$ cat config.mk
export PLATFORM = sky130hd
export DESIGN_NAME = linear_probe_hash_table_core
export DESIGN_NICKNAME = d
export VERILOG_FILES = /design/src/hw/rtl/lpht_pkg.sv /design/src/hw/rtl/lpht_ram.sv /design/src/hw/rtl/linear_probe_hash_table_core.sv
export VERILOG_INCLUDE_DIRS = /design/src /design/src/hw/rtl
export SDC_FILE = /design/constraint.sdc
export NUM_CORES = 1
export LEC_CHECK = 0
export BUFFER_PORTS_ARGS = -buffer_cell sky130_fd_sc_hd__buf_2
export CAP_MARGIN = 20
export CORE_MARGIN = 3
export CORE_UTILIZATION = 60
export CTS_CLUSTER_DIAMETER = 40
export DETAILED_ROUTE_END_ITERATION = 6
export PLACE_DENSITY_LB_ADDON = 0.2
export SYNTH_ARGS = -nofsm -noshare
export SYNTH_HDL_FRONTEND = slang
export SYNTH_HIERARCHICAL = 1
export SYNTH_SLANG_ARGS = --single-unit
$ cat constraint.sdc
create_clock -name clk -period 7.1 [get_ports clk]
set_clock_uncertainty 0.1 [all_clocks]
set_input_delay 0.71 -clock clk [delete_from_list [all_inputs] [get_ports clk]]
set_output_delay 0.71 -clock clk [all_outputs]
set_load 0.005 [all_outputs]
$ cat src/hw/rtl/linear_probe_hash_table_core_assert.svh
// ----------------------------------------------------------------------------
// Assertion macros for the hash table core
// Shorthand for clocked implication checks on clk, disabled during reset.
// ----------------------------------------------------------------------------
`ifndef LINEAR_PROBE_HASH_TABLE_CORE_ASSERT_SVH
`define LINEAR_PROBE_HASH_TABLE_CORE_ASSERT_SVH

// same-cycle implication
`define LPHT_ASSERT_IMP(label, ante, cons, msg) \
	label: assert property (@(posedge clk) disable iff (!arst_n) (ante) |-> (cons)) \
		else $error(msg);

// next-cycle implication
`define LPHT_ASSERT_NXT(label, ante, cons, msg) \
	label: assert property (@(posedge clk) disable iff (!arst_n) (ante) |=> (cons)) \
		else $error(msg);

`endif

$ cat src/hw/rtl/lpht_pkg.sv
// ----------------------------------------------------------------------------
// lpht_pkg
// Sizes, codes and helpers for the linear probing hash table core.
// ----------------------------------------------------------------------------
package lpht_pkg;

	localparam int TABLE_SIZE = 16;

	localparam int KEY_W  = 16;
	localparam int VAL_W  = 16;
	localparam int SLOT_W = 4;
	localparam int ECNT_W = 5;

	localparam int IDX_W = $clog2(TABLE_SIZE);
	localparam int CNT_W = $clog2(TABLE_SIZE + 1);
	localparam int ENT_W = KEY_W + VAL_W;

	localparam int SLOT_PAD_W = (IDX_W > SLOT_W) ? IDX_W : SLOT_W;
	localparam int ECNT_PAD_W = (CNT_W > ECNT_W) ? CNT_W : ECNT_W;

	typedef logic [IDX_W-1:0] idx_t;
	typedef logic [CNT_W-1:0] cnt_t;

	localparam idx_t LAST_IDX = idx_t'(TABLE_SIZE - 1);

	typedef enum logic [2:0] {
		ST_HIT      = 3'd0,
		ST_MISS     = 3'd1,
		ST_INSERTED = 3'd2,
		ST_PRESENT  = 3'd3,
		ST_FULL     = 3'd4
	} status_t;

	typedef enum logic [1:0] {
		S_IDLE,
		S_SCAN,
		S_PROBE
	} state_t;

	function automatic logic [SLOT_W-1:0] to_slot(idx_t i);
		logic [SLOT_PAD_W-1:0] p;
		p = SLOT_PAD_W'(i);
		return p[SLOT_W-1:0];
	endfunction

	function automatic logic [ECNT_W-1:0] to_ecnt(cnt_t c);
		logic [ECNT_PAD_W-1:0] p;
		p = ECNT_PAD_W'(c);
		return p[ECNT_W-1:0];
	endfunction

endpackage

$ cat src/hw/rtl/lpht_ram.sv
// ----------------------------------------------------------------------------
// lpht_ram
// Generic simple dual-port RAM, one write port, one registered read port.
// ----------------------------------------------------------------------------
module lpht_ram #(
	parameter int WIDTH = 32,
	parameter int DEPTH = 16
) (
	input  logic                     clk,
	input  logic                     we,
	input  logic [$clog2(DEPTH)-1:0] waddr,
	input  logic [WIDTH-1:0]         wdata,
	input  logic [$clog2(DEPTH)-1:0] raddr,
	output logic [WIDTH-1:0]         rdata
);

	logic [WIDTH-1:0] mem_q [DEPTH];

	always_ff @(posedge clk) begin
		if (we) begin
			mem_q[waddr] <= wdata;
		end
		rdata <= mem_q[raddr];
	end

endmodule

$ cat src/hw/rtl/linear_probe_hash_table_core.sv
// ----------------------------------------------------------------------------
// linear_probe_hash_table_core
// Open addressing key/value table with linear probing and full detection.
// ----------------------------------------------------------------------------
// A request word is taken when start is high and busy is low; exactly one
// result word follows, shown for a single cycle with done high, and the
// receiver must take it then as it cannot stall the core. Every request first
// scans the slots one per cycle through the single read port of the entry RAM,
// which has a registered read, with one shared key compare: a lookup or a key
// already present returns its word from that scan. An insert of a new key then
// probes the valid bits one slot per cycle from its home slot (the low key
// bits, as TABLE_SIZE is a power of two), up to TABLE_SIZE slots. busy is low
// in the done cycle, so the next word can be taken then. Valid bits are flops
// cleared by reset, so the table is empty at once and no clearing pass runs.
`include "linear_probe_hash_table_core_assert.svh"

module linear_probe_hash_table_core (
	input  logic                        clk,
	input  logic                        arst_n,
	input  logic                        start,
	output logic                        busy,
	input  logic                        req_type,
	input  logic [lpht_pkg::KEY_W-1:0]  key,
	input  logic [lpht_pkg::VAL_W-1:0]  value_in,
	output logic                        done,
	output logic [2:0]                  status,
	output logic [lpht_pkg::VAL_W-1:0]  value_out,
	output logic [lpht_pkg::SLOT_W-1:0] slot,
	output logic [lpht_pkg::ECNT_W-1:0] entry_count
);

	import lpht_pkg::*;

	state_t                 state_q, state_d;
	logic                   req_q;
	logic [KEY_W-1:0]       key_q;
	logic [VAL_W-1:0]       val_q;
	idx_t                   idx_q, idx_d;
	logic                   issued_all_q, issued_all_d;
	logic                   rd_vld_s1, rd_vld_d;
	idx_t                   rd_idx_s1;
	idx_t                   probe_n_q, probe_n_d;
	logic [TABLE_SIZE-1:0]  valid_q;
	cnt_t                   count_q;
	logic                   done_q;
	status_t                status_q, fin_status;
	logic [VAL_W-1:0]       value_out_q, fin_val;
	idx_t                   fin_slot;
	logic [SLOT_W-1:0]      slot_q;
	logic                   fin, we, accept;
	logic [ENT_W-1:0]       rdata;
	logic [KEY_W-1:0]       rd_key;
	logic [VAL_W-1:0]       rd_val;
	logic                   match;

	lpht_ram #(
		.WIDTH (ENT_W),
		.DEPTH (TABLE_SIZE)
	) u_ram (
		.clk   (clk),
		.we    (we),
		.waddr (idx_q),
		.wdata ({key_q, val_q}),
		.raddr (idx_q),
		.rdata (rdata)
	);

	assign rd_key = rdata[ENT_W-1:VAL_W];
	assign rd_val = rdata[VAL_W-1:0];
	assign match  = rd_vld_s1 && valid_q[rd_idx_s1] && (rd_key == key_q);
	assign accept = start && (state_q == S_IDLE);

	always_comb begin
		state_d      = state_q;
		idx_d        = idx_q;
		issued_all_d = issued_all_q;
		rd_vld_d     = 1'b0;
		probe_n_d    = probe_n_q;
		fin          = 1'b0;
		fin_status   = ST_MISS;
		fin_val      = '0;
		fin_slot     = '0;
		we           = 1'b0;
		unique case (state_q)
			S_IDLE: begin
				if (start) begin
					state_d      = S_SCAN;
					idx_d        = '0;
					issued_all_d = 1'b0;
				end
			end
			S_SCAN: begin
				rd_vld_d = !issued_all_q;
				if (!issued_all_q) begin
					if (idx_q == LAST_IDX) begin
						issued_all_d = 1'b1;
					end else begin
						idx_d = idx_q + 1'b1;
					end
				end
				if (match) begin
					fin      = 1'b1;
					state_d  = S_IDLE;
					fin_slot = rd_idx_s1;
					if (req_q) begin
						fin_status = ST_PRESENT;
					end else begin
						fin_status = ST_HIT;
						fin_val    = rd_val;
					end
				end else if (rd_vld_s1 && (rd_idx_s1 == LAST_IDX)) begin
					if (req_q) begin
						// home slot is key mod TABLE_SIZE, the low key bits
						state_d   = S_PROBE;
						idx_d     = key_q[IDX_W-1:0];
						probe_n_d = '0;
					end else begin
						fin     = 1'b1;
						state_d = S_IDLE;
					end
				end
			end
			S_PROBE: begin
				if (!valid_q[idx_q]) begin
					we         = 1'b1;
					fin        = 1'b1;
					fin_status = ST_INSERTED;
					fin_slot   = idx_q;
					state_d    = S_IDLE;
				end else if (probe_n_q == LAST_IDX) begin
					fin        = 1'b1;
					fin_status = ST_FULL;
					state_d    = S_IDLE;
				end else begin
					idx_d     = (idx_q == LAST_IDX) ? '0 : idx_q + 1'b1;
					probe_n_d = probe_n_q + 1'b1;
				end
			end
			default: begin
				state_d = S_IDLE;
			end
		endcase
	end

	always_ff @(posedge clk or negedge arst_n) begin
		if (!arst_n) begin
			state_q   <= S_IDLE;
			rd_vld_s1 <= 1'b0;
			valid_q   <= '0;
			count_q   <= '0;
			done_q    <= 1'b0;
		end else begin
			state_q   <= state_d;
			rd_vld_s1 <= rd_vld_d;
			done_q    <= fin;
			if (we) begin
				valid_q[idx_q] <= 1'b1;
				count_q        <= count_q + 1'b1;
			end
		end
	end

	always_ff @(posedge clk) begin
		if (accept) begin
			req_q <= req_type;
			key_q <= key;
			val_q <= value_in;
		end
		idx_q        <= idx_d;
		issued_all_q <= issued_all_d;
		rd_idx_s1    <= idx_q;
		probe_n_q    <= probe_n_d;
		if (fin) begin
			status_q    <= fin_status;
			value_out_q <= fin_val;
			slot_q      <= to_slot(fin_slot);
		end
	end

	assign busy        = (state_q != S_IDLE);
	assign done        = done_q;
	assign status      = status_q;
	assign value_out   = value_out_q;
	assign slot        = slot_q;
	assign entry_count = to_ecnt(count_q);

	`LPHT_ASSERT_IMP(a_count_matches_valid, 1'b1, $countones(valid_q) == count_q,
		"entry count disagrees with valid bits")
	`LPHT_ASSERT_NXT(a_accept_goes_busy, start && !busy, busy,
		"accepted word did not start work")
	`LPHT_ASSERT_IMP(a_insert_bumps_count, done && (status_q == ST_INSERTED),
		count_q == $past(count_q) + 1'b1, "insert did not bump entry count")
	`LPHT_ASSERT_IMP(a_full_only_when_full, done && (status_q == ST_FULL),
		count_q == TABLE_SIZE, "full reported with free slots")
	`LPHT_ASSERT_IMP(a_done_when_idle, done, !busy,
		"result word shown while still busy")

endmodule

==> results list <==
* Result of the run: finished clean
* Most common cell after layout, fill and taps aside: sky130_fd_sc_hd__edfxtp_1
- After detailed routing, the number of vias per cell comes to 6.23.
* Final number of hold-violating endpoints: 0
- Switching share of power: 26.7%
- Asr flop ratio synth: 3.92%
* Kind of start point of the critical path: register
- In the final routed layout, each cell accounts on average for 26.2 microns.
- After the first detailed-routing iteration, the DRC count stood at 1160.
* Synth Area per Inst: 21.1 sq um
* Multi-input gate area: 0.00519 sq mm
- Of the cells placed in the final design, the portion with a size suffix greater than 1 is 29.9%.
* Max-cap violations: 0
- Number of instances in the placed design: 1687
* Total negative slack for setup checks: 0 ns
- Cell Chain, Critical Path: buf_4 > mux4_2 > mux2_2 > mux2_4 > nor2_8 > nand3b_1 > nor3_2 > buf_4
- Headroom to the max-slew limit: 22.5%
- In the synthesized netlist the dominant register cell turns out to be sky130_fd_sc_hd__edfxtp_1.
- The setup path with the least slack is of type reg -> reg.
* Static leakage power: 0.00919 uW
- Summed over all layers, the global routing overflow is 0.
* Number of antenna violations at the first check in global routing: 1
- Count of state elements after synthesis: 638
- For this run, the total global-route usage over all layers was measured as 23.6%.
- Gate count of the mapped netlist: 1137
- The clock reaches the later pin of the worst-skew pair after 0.59 ns.
* Final number of max-transition violations: 0
* Area growth, synth to finish: 15.8%
- First-pass GRT wire length: 73300 microns
- DRC errors left: 0
- Sequential cell area: 0.0187 sq mm
* Worst EP required: 7.23 ns
- Transition time at the pin with the least slew margin: 1.16 ns
* Part of the power in the clock network: 37.3%
* Commonest non-fill, non-tap cells in the layout: sky130_fd_sc_hd__edfxtp_1 (577), sky130_fd_sc_hd__mux4_2 (136), sky130_fd_sc_hd__clkbuf_16 (79)
- Together, buffers and inverters on the worst path number 2.
* Fraction of synthesized cell area taken by the top area cell type: 72.2%
- Post-Synth XOR/XNOR Area: 0.839%
* FMAX: 207 MHz
- Final Non-Filler Cells: 1832
* Synth Area in Compound Gates: 3.25%
- Ant diodes: 0
- Worst-case setup slack after placement: 2.20 ns
- The die is 206 microns wide.
- The worst register-to-register path begins at idx_q[0].
- Main combinational cell family by area after synthesis: multiplexers
- Initial cell density of the core: 61.4%
- Standard cell core area: 0.0391 sq mm
* Part of the power in registers: 44.1%
- Proportion of synthesized chip area in sequential cells: 77.8%
- Worst setup startpoint: idx_q[0]
* Most area-hungry cell type in the Yosys netlist: sky130_fd_sc_hd__edfxtp_1
* Buffer cell driving the clock tree root: sky130_fd_sc_hd__clkbuf_16
- Total number of placement rows: 72
- Layout filler cell count: 2324
* Antenna viol nets, final: 0
* CTS Buf Count: 76
- The number of global-route vias before repair was 12.0k.
- Post-CTS Resized: 0
* Final routed wirelength across all metal layers: 48000 microns
- Input and output buffers added on the ports amount to 65.
- Synth cell types: 48
- Clock-pin slew was measured on the worst setup and hold paths at 0.06 ns.
* Maximum number of pins on one net before global-route repair: 141
- Ports: 66
* Min setup slack post-route: 2.26 ns
- TritonCTS clock tree: yes
* Switching Power: 2790 uW
- Cell internal power was estimated by the tool at 7670 uW.
- H-tree lvl count: 3
* CP top delay family: simple AND/OR/NAND/NOR gates
- Buffers added to address setup during post-CTS repair amount to 0.
- Dominant cell type by count on the critical path: sky130_fd_sc_hd__buf_4
- On the critical path, the stage with the largest delay is an instance of sky130_fd_sc_hd__nor3_2.
* Simple-gate portion of the synthesized area: 2.97%
- After synthesis, the cell types taking the most area are sky130_fd_sc_hd__edfxtp_1 (72%), sky130_fd_sc_hd__mux4_2 (13%), sky130_fd_sc_hd__dfxtp_1 (3.0%).
- Detailed-routing iteration count for the pre-antenna-repair pass: 5
* Global placement routability congestion: 0.785
- Post-synth EDFFs: 577
- Final setup viols: 0
- Of the total synthesized cell area, the portion taken by full adders, half adders and majority gates is 0.573%.
- The final layout contains 1298 nets.
- Counting every sink on the clock net gives 638.
* Number of buffers between clock root and the deepest sink: 3
* Placed instance area: 0.0251 sq mm
- Of all nets on the critical path, the largest fanout is 37.
- HPWL after detailed placement: 25300 microns
- Post-Synthesis Net Count: 1184
* Element type at the critical path end: register
- The finished cells cover 0.0278 sq mm.
- Total via count in the routed design: 11.4k
* Mux share of post-synthesis cell area: 13.4%
- Buffers inserted to repair hold after CTS numbered 0.
- Data on the critical path arrives at its endpoint at 4.97 ns.
- Path class of the lowest-slack min-delay path: in -> async
* RSZ-0062 raised after global routing: false
* Die Y: 206 microns
- Dividing total power by cell area gives a power density of 376 mW/mm^2.
* Minimum period implied by the final worst setup slack: 4.84 ns
- The Yosys step of the flow raised 6 warnings.
* Netlist Area Pre-Place: 0.0240 sq mm
* Worst vdd rail ir drop: 0.000315 V
- Max stage delay on crit path: 0.76 ns
- Portion of total power attributed to combinational logic: 18.6%
- Post-route clock period utilization: 68.1%
- The die covers 0.0425 sq mm.
-- worst reg2reg max path: stages, from the launching register on --
cell and delay (ns):
sky130_fd_sc_hd__edfxtp_1 0.56, sky130_fd_sc_hd__buf_4 0.67, sky130_fd_sc_hd__mux4_2 0.58, sky130_fd_sc_hd__mux2_2 0.31, sky130_fd_sc_hd__mux2_4 0.32, sky130_fd_sc_hd__nor2_8 0.28, sky130_fd_sc_hd__nand3b_1 0.35, sky130_fd_sc_hd__nor3_2 0.76
sky130_fd_sc_hd__buf_4 0.54
-- cell families (layout without fill, tap and decap cells) --
logic type	after synthesis	count (layout)
flip-flops	638	638
multiplexers	149	149
AND/OR/NAND/NOR	143	143
AO/OA/AOI/OAI	109	109
buffers and inverters	64	241
XOR/XNOR	23	23
adder cells (fa/ha/maj)	11	11
-- sequential cells by signal (all words and copies together) (netlist names) --
name and cells:
idx_q 4, done 1, state_q 2, status 3
entry_count 5, key_q 16, slot 4, val_q 16
rd_idx_s1 4, value_out 16, issued_all_q 1, valid_q 16
rd_vld_s1 1, req_q 1, u_ram/rdata 32, probe_n_q 4
u_ram/mem_q 512
-- cell usage after synthesis (5+ instances only) --
cell,number
sky130_fd_sc_hd__xnor2_1,5
sky130_fd_sc_hd__mux2_2,6
sky130_fd_sc_hd__and2_1,19
sky130_fd_sc_hd__nor3_1,8
sky130_fd_sc_hd__a22oi_1,64
sky130_fd_sc_hd__dfxtp_1,36
sky130_fd_sc_hd__nand2b_1,5
sky130_fd_sc_hd__mux4_2,136
sky130_fd_sc_hd__clkbuf_1,24
sky130_fd_sc_hd__inv_1,8
sky130_fd_sc_hd__dfrtp_1,25
sky130_fd_sc_hd__o21ai_0,11
sky130_fd_sc_hd__a21o_1,9
sky130_fd_sc_hd__mux2i_1,6
sky130_fd_sc_hd__buf_2,8
sky130_fd_sc_hd__o21bai_1,7
sky130_fd_sc_hd__xor2_1,18
sky130_fd_sc_hd__nand2_1,51
sky130_fd_sc_hd__nor2_1,23
sky130_fd_sc_hd__buf_4,11
sky130_fd_sc_hd__ha_1,11
sky130_fd_sc_hd__edfxtp_1,577
sky130_fd_sc_hd__nand3_1,16
sky130_fd_sc_hd__buf_1,12
-- cell type report --
type                       instances  area share, %
clock buffer                      94           7.60
clock inverter                    47           1.80
inverter                           8          0.108
multi-input combinational        435           18.7
sequential                       638           67.1
tap                              518           2.33
timing repair buffer              92           2.36
-- power by group through the flow --
stage | combinational (uW) | clock, uW | sequential (uW)
2_1_floorplan | 1490 | 0 | 4600
3_3_place_gp | 1930 | 0 | 4670
3_5_place_dp | 1940 | 0 | 4690
4_1_cts | 1960 | 3970 | 4610
5_1_grt | 2120 | 4120 | 4640
6_report | 1950 | 3900 | 4610
-- layer usage --
metal	global-route usage, %	share of wire, %
met1	34.1	42
met5	0	0
met4	8.22	3.0
met3	5.21	6.4
met2	36.5	48
-- through the flow --
| step | utilization, % | hold slack (ns) | power, uW |
|---|---|---|---|
| after detailed placement | 64.2 | 0.366 | 6630 |
| after global routing | 71.1 | 0.0487 | 10900 |
| final | 71.1 | 0.0272 | 10500 |
| after global placement | 64.0 | 0.356 | 6610 |
| after CTS | 70.9 | 0.0107 | 10500 |
| after floorplan | - | 0.314 | 6090 |
-- worst paths after layout --
check,end,slack [ns],cells past startpoint
max reg2reg,u_ram/mem_q[8][25],2.26,8
min in group clk,val_q[2],0.19,1
max,u_ram/mem_q[8][25],2.26,8
max in group asynchronous,valid_q[6],6.48,1
min reg2reg,entry_count[4],0.37,1
min,valid_q[3],0.03,1
Power figures use the tool's default switching activity.
